File: src/fppi_pkg.sv
// Shared types and constants for the pulse peak / integral block.
// No dependencies; imported by every module of the block.
package fppi_pkg;

    localparam int OUT_CH  = 4;
    localparam int Q_DEPTH = 2;
    localparam int Q_PTR_W = 1;

    localparam logic [11:0] HDR_BYTES = 12'd32;
    localparam logic [11:0] LEN_BYTES = 12'd4;
    localparam logic [11:0] TRIG_POS  = 12'd6;
    localparam logic [12:0] MIN_LEN   = 13'd34;
    localparam logic [12:0] MAX_LEN   = 13'd4096;
    localparam logic [8:0]  MIN_PED   = 9'd1;
    localparam logic [8:0]  MAX_PED   = 9'd256;

    localparam logic [12:0] RST_RECORD_LENGTH    = 13'd2048;
    localparam logic [3:0]  RST_EXPECTED_TRIGGER = 4'd3;
    localparam logic [8:0]  RST_PEDESTAL_COUNT   = 9'd40;
    localparam logic [3:0]  RST_CHANNEL_ENABLE   = 4'd14;

    localparam logic [1:0] REG_RECORD_LENGTH    = 2'd0;
    localparam logic [1:0] REG_EXPECTED_TRIGGER = 2'd1;
    localparam logic [1:0] REG_PEDESTAL_COUNT   = 2'd2;
    localparam logic [1:0] REG_CHANNEL_ENABLE   = 2'd3;

    typedef struct packed {
        logic [12:0] record_length;
        logic [3:0]  expected_trigger;
        logic [8:0]  pedestal_count;
        logic [3:0]  channel_enable;
    } cfg_t;

    typedef struct packed {
        logic [11:0] smax;
        logic [19:0] ped;
        logic [22:0] ssum;
        logic        len_ok;
        logic        trig_ok;
    } lane_res_t;

    typedef struct packed {
        lane_res_t [OUT_CH-1:0] lane;
        logic [8:0]             ped_n;
        logic [10:0]            samples;
        logic [OUT_CH-1:0]      mask;
    } event_t;

    typedef enum logic [1:0] {
        BK_IDLE,
        BK_MUL,
        BK_SUB,
        BK_HOLD
    } back_state_t;

endpackage

File: src/fppi_front.sv
// Front end: header checks, sample unpacking and per-lane accumulation.
// Pushes one event summary per record with an enabled lane into the queue. Uses fppi_pkg.
module fppi_front #(
    parameter int LANES = 4
) (
    input  logic                      aclk,
    input  logic                      aresetn,
    input  fppi_pkg::cfg_t            cfg,
    input  logic                      in_valid,
    input  logic [LANES-1:0][7:0]     in_bytes,
    output logic                      in_ready,
    input  logic                      q_full,
    output logic                      q_push,
    output fppi_pkg::event_t          q_data
);
    import fppi_pkg::*;

    localparam int OUT_LANES = (LANES < OUT_CH) ? LANES : OUT_CH;
    localparam logic [OUT_CH-1:0] LANE_MASK = OUT_CH'((1 << OUT_LANES) - 1);

    logic [11:0] pos_reg;
    logic [12:0] len_clamp;
    logic [12:0] eff_len;
    logic [12:0] len_minus_hdr;
    logic [10:0] samples;
    logic [8:0]  ped_clamp;
    logic [8:0]  ped_n;
    logic [11:0] pos_minus_hdr;
    logic [10:0] sample_idx;
    logic        is_final;
    logic        accept;
    lane_res_t [OUT_CH-1:0] lane_snap;

    always_comb begin
        if (cfg.record_length < MIN_LEN) begin
            len_clamp = MIN_LEN;
        end else if (cfg.record_length > MAX_LEN) begin
            len_clamp = MAX_LEN;
        end else begin
            len_clamp = cfg.record_length;
        end
        eff_len       = {len_clamp[12:1], 1'b0};
        len_minus_hdr = eff_len - {1'b0, HDR_BYTES};
        samples       = len_minus_hdr[11:1];
        if (cfg.pedestal_count < MIN_PED) begin
            ped_clamp = MIN_PED;
        end else if (cfg.pedestal_count > MAX_PED) begin
            ped_clamp = MAX_PED;
        end else begin
            ped_clamp = cfg.pedestal_count;
        end
        if ({2'b0, ped_clamp} > samples) begin
            ped_n = samples[8:0];
        end else begin
            ped_n = ped_clamp;
        end
        pos_minus_hdr = pos_reg - HDR_BYTES;
        sample_idx    = pos_minus_hdr[11:1];
        is_final      = ({1'b0, pos_reg} + 13'd1) >= eff_len;
    end

    assign in_ready = !q_full;
    assign accept   = in_valid && in_ready;
    assign q_push   = accept && is_final && ((cfg.channel_enable & LANE_MASK) != '0);

    always_comb begin
        q_data.lane    = lane_snap;
        q_data.ped_n   = ped_n;
        q_data.samples = samples;
        q_data.mask    = cfg.channel_enable & LANE_MASK;
    end

    always_ff @(posedge aclk) begin
        if (!aresetn) begin
            pos_reg <= '0;
        end else if (accept) begin
            pos_reg <= is_final ? '0 : pos_reg + 12'd1;
        end
    end

    for (genvar c = 0; c < OUT_CH; c++) begin : g_lane
        if (c < OUT_LANES) begin : g_act
            logic [31:0] lw_reg, lw_next;
            logic [3:0]  tn_reg, tn_next;
            logic [7:0]  hold_reg, hold_next;
            logic [19:0] ped_reg, ped_next;
            logic [22:0] sum_reg, sum_next;
            logic [11:0] max_reg, max_next;
            logic [11:0] smp;
            logic [7:0]  b;

            assign b   = in_bytes[c];
            assign smp = {b[3:0], hold_reg};

            always_comb begin
                lw_next   = lw_reg;
                tn_next   = tn_reg;
                hold_next = hold_reg;
                ped_next  = ped_reg;
                sum_next  = sum_reg;
                max_next  = max_reg;
                if (pos_reg < LEN_BYTES) begin
                    lw_next[8*pos_reg[1:0] +: 8] = b;
                end else if (pos_reg == TRIG_POS) begin
                    tn_next = b[3:0];
                end else if (pos_reg >= HDR_BYTES) begin
                    if (!pos_reg[0]) begin
                        hold_next = b;
                    end else if (sample_idx < samples) begin
                        if (sample_idx < {2'b0, ped_n}) begin
                            ped_next = ped_reg + 20'(smp);
                        end
                        sum_next = sum_reg + 23'(smp);
                        if (smp > max_reg) begin
                            max_next = smp;
                        end
                    end
                end
            end

            always_ff @(posedge aclk) begin
                if (!aresetn) begin
                    lw_reg  <= '0;
                    tn_reg  <= '0;
                    ped_reg <= '0;
                    sum_reg <= '0;
                    max_reg <= '0;
                end else if (accept) begin
                    lw_reg <= lw_next;
                    tn_reg <= tn_next;
                    if (is_final) begin
                        ped_reg <= '0;
                        sum_reg <= '0;
                        max_reg <= '0;
                    end else begin
                        ped_reg <= ped_next;
                        sum_reg <= sum_next;
                        max_reg <= max_next;
                    end
                end
            end

            always_ff @(posedge aclk) begin
                if (accept) begin
                    hold_reg <= hold_next;
                end
            end

            always_comb begin
                lane_snap[c].smax    = max_next;
                lane_snap[c].ped     = ped_next;
                lane_snap[c].ssum    = sum_next;
                lane_snap[c].len_ok  = (lw_next == {19'b0, eff_len});
                lane_snap[c].trig_ok = (tn_next == cfg.expected_trigger);
            end
        end else begin : g_off
            assign lane_snap[c] = '0;
        end
    end

endmodule

File: src/fppi_queue.sv
// Two-entry event queue between front end and result engine.
// Uses fppi_pkg for the event type and depth.
module fppi_queue (
    input  logic              aclk,
    input  logic              aresetn,
    input  logic              push,
    input  fppi_pkg::event_t  push_data,
    output logic              full,
    input  logic              pop,
    output logic              empty,
    output fppi_pkg::event_t  head
);
    import fppi_pkg::*;

    event_t             mem [Q_DEPTH];
    logic [Q_PTR_W-1:0] wr_ptr_reg;
    logic [Q_PTR_W-1:0] rd_ptr_reg;
    logic [Q_PTR_W:0]   count_reg;

    assign full  = (count_reg == (Q_PTR_W+1)'(Q_DEPTH));
    assign empty = (count_reg == '0);
    assign head  = mem[rd_ptr_reg];

    always_ff @(posedge aclk) begin
        if (push) begin
            mem[wr_ptr_reg] <= push_data;
        end
    end

    always_ff @(posedge aclk) begin
        if (!aresetn) begin
            wr_ptr_reg <= '0;
            rd_ptr_reg <= '0;
            count_reg  <= '0;
        end else begin
            if (push) begin
                wr_ptr_reg <= wr_ptr_reg + 1'b1;
            end
            if (pop) begin
                rd_ptr_reg <= rd_ptr_reg + 1'b1;
            end
            if (push && !pop) begin
                count_reg <= count_reg + 1'b1;
            end else if (pop && !push) begin
                count_reg <= count_reg - 1'b1;
            end
        end
    end

endmodule

File: src/fppi_back.sv
// Result engine: walks enabled channels of the queue head, scales
// peak and integral, and drives the result register. Uses fppi_pkg.
module fppi_back (
    input  logic              aclk,
    input  logic              aresetn,
    input  logic              q_empty,
    input  fppi_pkg::event_t  q_head,
    output logic              q_pop,
    output logic              out_valid,
    input  logic              out_ready,
    output logic [1:0]        out_channel,
    output logic [19:0]       out_peak,
    output logic [31:0]       out_integral,
    output logic              out_len_ok,
    output logic              out_trig_ok,
    output logic              out_last
);
    import fppi_pkg::*;

    back_state_t state_reg, state_next;

    logic [OUT_CH-1:0] rem_reg;
    logic [1:0]        ch_sel;
    logic [OUT_CH-1:0] ch_onehot;
    lane_res_t         sel;
    logic              load_mask, do_mul, do_sub;

    logic [1:0]  ch_reg;
    logic [20:0] prod_pk_reg;
    logic [19:0] ped_reg;
    logic [31:0] prod_a_reg;
    logic [30:0] prod_b_reg;
    logic        len_ok_reg, trig_ok_reg, last_reg;
    logic [21:0] pk_diff;

    always_comb begin
        ch_sel = '0;
        for (int i = OUT_CH - 1; i >= 0; i--) begin
            if (rem_reg[i]) begin
                ch_sel = 2'(i);
            end
        end
        ch_onehot = OUT_CH'(1) << ch_sel;
        sel       = q_head.lane[ch_sel];
    end

    always_comb begin
        state_next = state_reg;
        case (state_reg)
            BK_IDLE: if (!q_empty) state_next = BK_MUL;
            BK_MUL:  state_next = BK_SUB;
            BK_SUB:  state_next = BK_HOLD;
            BK_HOLD: begin
                if (out_ready) begin
                    state_next = last_reg ? BK_IDLE : BK_MUL;
                end
            end
            default: state_next = BK_IDLE;
        endcase
    end

    always_comb begin
        load_mask = 1'b0;
        do_mul    = 1'b0;
        do_sub    = 1'b0;
        q_pop     = 1'b0;
        out_valid = 1'b0;
        case (state_reg)
            BK_IDLE: load_mask = !q_empty;
            BK_MUL:  do_mul = 1'b1;
            BK_SUB:  do_sub = 1'b1;
            BK_HOLD: begin
                out_valid = 1'b1;
                q_pop     = out_ready && last_reg;
            end
            default: ;
        endcase
    end

    always_ff @(posedge aclk) begin
        if (!aresetn) begin
            state_reg <= BK_IDLE;
            rem_reg   <= '0;
            last_reg  <= 1'b0;
        end else begin
            state_reg <= state_next;
            if (load_mask) begin
                rem_reg <= q_head.mask;
            end else if (do_mul) begin
                rem_reg  <= rem_reg & ~ch_onehot;
                last_reg <= ((rem_reg & ~ch_onehot) == '0);
            end
        end
    end

    always_ff @(posedge aclk) begin
        if (do_mul) begin
            ch_reg      <= ch_sel;
            prod_pk_reg <= 21'(q_head.ped_n) * 21'(sel.smax);
            ped_reg     <= sel.ped;
            prod_a_reg  <= 32'(q_head.ped_n) * 32'(sel.ssum);
            prod_b_reg  <= 31'(q_head.samples) * 31'(sel.ped);
            len_ok_reg  <= sel.len_ok;
            trig_ok_reg <= sel.trig_ok;
        end
    end

    assign pk_diff = {1'b0, prod_pk_reg} - {2'b0, ped_reg};

    always_ff @(posedge aclk) begin
        if (do_sub) begin
            out_channel  <= ch_reg;
            out_peak     <= pk_diff[21] ? 20'd0 : pk_diff[19:0];
            out_integral <= prod_a_reg - {1'b0, prod_b_reg};
            out_len_ok   <= len_ok_reg;
            out_trig_ok  <= trig_ok_reg;
        end
    end

    assign out_last = last_reg;

endmodule

File: src/fadc_pulse_peak_integral.sv
// Pulse peak and integral for interleaved digitizer lanes.
// Throughput: one beat per cycle; the front end stalls only if two record
// summaries wait in the event queue. Each queued record goes through the
// result engine's multiply, subtract and hold steps once per enabled channel;
// each result is held until m_tready takes it. aresetn (synchronous) restores the
// register defaults, empties the queue and restarts at record byte zero.
module fadc_pulse_peak_integral #(
    parameter int LANES = 4
) (
    input  logic                 aclk,
    input  logic                 aresetn,
    input  logic                 s_tvalid,
    output logic                 s_tready,
    input  logic [8*LANES-1:0]   s_tdata,   // lane0_byte, lane1_byte, ... one byte per lane
    output logic                 m_tvalid,
    input  logic                 m_tready,
    output logic [55:0]          m_tdata,   // peak_scaled[19:0], integral_scaled[51:20], zero pad
    output logic [3:0]           m_tuser,   // channel[1:0], length_ok[2], trigger_ok[3]
    output logic                 m_tlast,
    input  logic                 psel,
    input  logic                 penable,
    input  logic                 pwrite,
    input  logic [3:0]           paddr,
    input  logic [31:0]          pwdata,
    output logic [31:0]          prdata,
    output logic                 pready
);
    import fppi_pkg::*;

    cfg_t   cfg_reg;
    event_t q_in, q_head;
    logic   q_push, q_pop, q_full, q_empty;
    logic   cfg_wr;
    logic [LANES-1:0][7:0] lane_bytes;
    logic [1:0]  r_ch;
    logic [19:0] r_peak;
    logic [31:0] r_integ;
    logic        r_lok, r_tok;

    assign pready = 1'b1;
    assign cfg_wr = psel && penable && pwrite && pready;

    always_ff @(posedge aclk) begin
        if (!aresetn) begin
            cfg_reg.record_length    <= RST_RECORD_LENGTH;
            cfg_reg.expected_trigger <= RST_EXPECTED_TRIGGER;
            cfg_reg.pedestal_count   <= RST_PEDESTAL_COUNT;
            cfg_reg.channel_enable   <= RST_CHANNEL_ENABLE;
        end else if (cfg_wr) begin
            case (paddr[3:2])
                REG_RECORD_LENGTH:    cfg_reg.record_length    <= pwdata[12:0];
                REG_EXPECTED_TRIGGER: cfg_reg.expected_trigger <= pwdata[3:0];
                REG_PEDESTAL_COUNT:   cfg_reg.pedestal_count   <= pwdata[8:0];
                REG_CHANNEL_ENABLE:   cfg_reg.channel_enable   <= pwdata[3:0];
                default: ;
            endcase
        end
    end

    always_comb begin
        case (paddr[3:2])
            REG_RECORD_LENGTH:    prdata = 32'(cfg_reg.record_length);
            REG_EXPECTED_TRIGGER: prdata = 32'(cfg_reg.expected_trigger);
            REG_PEDESTAL_COUNT:   prdata = 32'(cfg_reg.pedestal_count);
            REG_CHANNEL_ENABLE:   prdata = 32'(cfg_reg.channel_enable);
            default:              prdata = '0;
        endcase
    end

    assign lane_bytes = s_tdata;

    fppi_front #(
        .LANES(LANES)
    ) u_front (
        .aclk     (aclk),
        .aresetn  (aresetn),
        .cfg      (cfg_reg),
        .in_valid (s_tvalid),
        .in_bytes (lane_bytes),
        .in_ready (s_tready),
        .q_full   (q_full),
        .q_push   (q_push),
        .q_data   (q_in)
    );

    fppi_queue u_queue (
        .aclk      (aclk),
        .aresetn   (aresetn),
        .push      (q_push),
        .push_data (q_in),
        .full      (q_full),
        .pop       (q_pop),
        .empty     (q_empty),
        .head      (q_head)
    );

    fppi_back u_back (
        .aclk         (aclk),
        .aresetn      (aresetn),
        .q_empty      (q_empty),
        .q_head       (q_head),
        .q_pop        (q_pop),
        .out_valid    (m_tvalid),
        .out_ready    (m_tready),
        .out_channel  (r_ch),
        .out_peak     (r_peak),
        .out_integral (r_integ),
        .out_len_ok   (r_lok),
        .out_trig_ok  (r_tok),
        .out_last     (m_tlast)
    );

    assign m_tdata = {4'b0, r_integ, r_peak};
    assign m_tuser = {r_tok, r_lok, r_ch};

endmodule

File: config.mk
export PLATFORM = sky130hd
export DESIGN_NAME = fadc_pulse_peak_integral
export DESIGN_NICKNAME = d
export VERILOG_FILES = /design/src/fppi_pkg.sv /design/src/fppi_front.sv /design/src/fppi_queue.sv /design/src/fppi_back.sv /design/src/fadc_pulse_peak_integral.sv
export SDC_FILE = /design/constraint.sdc
export NUM_CORES = 2
export LEC_CHECK = 0
export BUFFER_PORTS_ARGS = -buffer_cell sky130_fd_sc_hd__buf_2
export CORE_ASPECT_RATIO = 0.75
export CORE_UTILIZATION = 36
export CTS_CLUSTER_DIAMETER = 100
export DETAILED_ROUTE_END_ITERATION = 12
export GPL_ROUTABILITY_DRIVEN = 0
export PLACE_DENSITY = 0.58
export SLEW_MARGIN = 20
export SYNTH_ARGS = -nofsm -noshare
export SYNTH_HDL_FRONTEND = slang
export SYNTH_SLANG_ARGS = --single-unit
export TNS_END_PERCENT = 100
File: constraint.sdc
create_clock -name aclk -period 36.2 [get_ports aclk]
set_clock_uncertainty 0.05 [all_clocks]
set_input_delay 3.62 -clock aclk [delete_from_list [all_inputs] [get_ports aclk]]
set_output_delay 3.62 -clock aclk [all_outputs]
set_load 0.05 [all_outputs]
==> qor.csv <==
metric,value,unit
Yosys top cell area share,29.8,%
max reg flops,504,
dominant cell type by area after synthesis,edfxtp_1,
final setup TNS,0,ns
largest net degree at the start of global routing,138,
initial core utilization,36.3,%
root buf cell,clkbuf_16,
RSZ-0062 raised after global routing,no,
die area,197000,um2
crit path max-delay cell type,o221ai_1,
sequential area share after synthesis,41.7,%
Area contributors post-synth,"edfxtp_1, dfxtp_1, fa_1, ha_1, nand2_1",
Pleak,30.6,nW
final antenna-violating net count,0,
final worst slack,27.12,ns
# DRC,0,
first-pass GRT wire length,314000,um
Layout Cells excl Fill,9576,
met2 wire length,89700,um
max-cap violations,0,
power density over the cells,67.4,nW/um2
htree depth,3,
"Req. time, crit path",36.63,ns
post-synthesis compound-gate area fraction,11.1,%
Hold Buf Count CTS,0,
placed insts,9372,
"most common cell after layout, fill and taps aside",nand2_1,
status,completed,
Total Wirelength,208000,um
Vias/cell,5.47,
"Setup violations, final",0,
TritonCTS buffer count,108,
clock sink count,1118,
die width,513,um
# rows,140,
"Largest delay share family, worst path",compound AO/OA/AOI/OAI gates,
post-synthesis average cell area,10.2,um2
total number of vias,52427,
cell count after synthesis,6908,
worst-path fanout max,23,
maximum clock rate,0.110,GHz
Final Cycle Share,25.1,%
Max stage delay on crit path,0.66,ns
Setup Crit Path Kind,flop to flop,
clock buffer depth,3,
Max IR drop VDD,0.0767,mV
setup repair bufs after CTS,0,
CP Capture Type,flop,
Worst-path clk slew,0.07,ns
Tightest Pin Transition,1.13,ns
initial DRC count,5147,
Synth Area in XOR/XNOR,4.25,%
Area Growth Syn to Fin,10.5,%
crit path launch type,flop,
Post-synth EDFFs,700,
WP data arrival,9.51,ns
antenna violations before repair,11,
Post-Synth Adder-Cell Area,18.4,%
Simple-Gate Fraction of Synth Area,14.1,%
yosys warns,0,
Final nets,7801,
PortBufs,125,
worst min-delay path category,flop to flop,
CTS tree,yes,
CP bufs+invs,5,
Max Used Layer,met5,
"Top cell by count, worst path",fa_1,
layout cell share with drive strength beyond 1,8.72,%
all-layer global routing usage,20.8,%
core area,194000,um2
top_reg_cell synth,edfxtp_1,
main combinational cell family by area after synthesis,adder cells,
post-synthesis mux area share,5.23,%
"worst slack, placed",27.21,ns
Fill cells,18651,
most frequent cells in the layout,"nand2_1, edfxtp_1, inv_1",
number of synthesized register bits,1118,
wire per inst,21.7,um
gr ovfl total,0,
min cycle time layout,9.08,ns
Max-slew headroom,23.9,%
"Hold Vio Cnt, Final",0,
die span in y,385,um
DR pass1 iterations,9,
M1 WL,96200,um
Syn Std Cell Area,70500,um2
post_cts resized,0,
Ports,171,
vias in the first global route,51175,
async set-reset flop share out of synthesis,0,%
"Distinct cells, synth",94,
fin. max-slew vios,0,
Clock Latency Late Sink,0.78,ns
hpwl dp,147000,um
met3 wire length,17000,um
-- worst paths after layout --
| path | from | to | slack [ns] | cells after the start |
|---|---|---|---|---|
| min reg2reg | u_back.ch_reg[1]$_DFFE_PP_ | u_back.out_channel[1]$_DFFE_PN_ | 0.37 | 0 |
| min | u_back.ch_reg[1]$_DFFE_PP_ | u_back.out_channel[1]$_DFFE_PN_ | 0.37 | 0 |
| max reg2reg | u_back.rem_reg[3]$_SDFFE_PN0P_ | u_back.prod_b_reg[30]$_DFFE_PP_ | 27.12 | 26 |
| max | u_back.rem_reg[3]$_SDFFE_PN0P_ | u_back.prod_b_reg[30]$_DFFE_PP_ | 27.12 | 26 |
-- stage by stage --
stage | utilization, % | hold slack (ns) | power (mW) | instance area, um2
3_3_place_gp | 38.1 | 0.368 | 4.03 | 74000
4_1_cts | 40.1 | 0.372 | 5.29 | 77800
3_5_place_dp | 38.1 | 0.356 | 4.06 | 74000
6_report | 40.1 | 0.375 | 5.25 | 77800
2_1_floorplan | - | 0.350 | 3.41 | 70500
5_1_grt | 40.1 | 0.388 | 5.63 | 77800
-- layout make-up --
class                           instances  area [um2]  area share (%)
Clock buffer                          136        2880            3.70
Sequential cell                      1118       29400            37.8
Clock inverter                         67         905            1.16
Inverter                              603        2270            2.92
Timing Repair Buffer                  241        1550            1.99
Antenna cell                            1        2.50         0.00322
Multi-Input combinational cell       4854       37600            48.4
Tap cell                             2556        3200            4.11
-- metal layers --
metal  track usage, %  vias to the layer above
met2             31.8                     2023
met3             3.47                      268
met4             5.19                        2
met1             30.4                    26177
met5                0                        -
li1                 -                    23957
-- Yosys cell counts (53+ instances only) --
library cell / n
xnor2_1: 254
mux2i_1: 160
ha_1: 410
mux2_2: 53
nand3_1: 243
a21o_1: 106
dfxtp_1: 418
or3_1: 55
mux4_2: 61
fa_1: 390
nor3_1: 77
clkbuf_1: 266
xor2_1: 88
nand2_1: 915
inv_1: 600
o21a_1: 54
and2_1: 117
edfxtp_1: 700
o21ai_0: 215
and3_1: 89
a21oi_1: 474
nor2_1: 422
-- power breakdown --
group / total (mW) / leakage [nW] / switching [mW] / internal, mW
clock network: 1.23 / 1.84 / 0.535 / 0.691
registers: 1.60 / 9.64 / 0.0296 / 1.57
logic: 2.42 / 19.1 / 1.43 / 0.987
-- worst reg2reg max path, cell delays in order, from the launching register on --
cell and delay, ns:
dfxtp_1 0.42, nor2b_1 0.22, nor2_1 0.09, nor2_4 0.63, buf_4 0.55, mux4_2 0.51, o221ai_1 0.66, inv_1 0.41
nand2_1 0.19, fa_1 0.42, fa_1 0.52, inv_1 0.05, fa_1 0.53, inv_1 0.05, fa_1 0.44, fa_1 0.48
inv_1 0.04, ha_1 0.34, a21o_1 0.18, a21o_1 0.18, a31o_2 0.24, o41a_1 0.43, a221o_1 0.43, a211oi_1 0.33
o41ai_1 0.13, a21oi_1 0.18, xnor2_1 0.08
-- cells by family (layout without fill, tap and decap cells) --
| kind of cell | after synthesis | count (layout) |
|---|---|---|
| simple gates | 2159 | 2159 |
| buf+inv | 958 | 1047 |
| flops | 1118 | 1118 |
| other cells | 2 | 25 |
| mux | 284 | 284 |
| compound gates | 1245 | 1245 |
| xor+xnor | 342 | 342 |
| fa+ha+maj | 800 | 800 |
(Power assumes the default switching activity.)
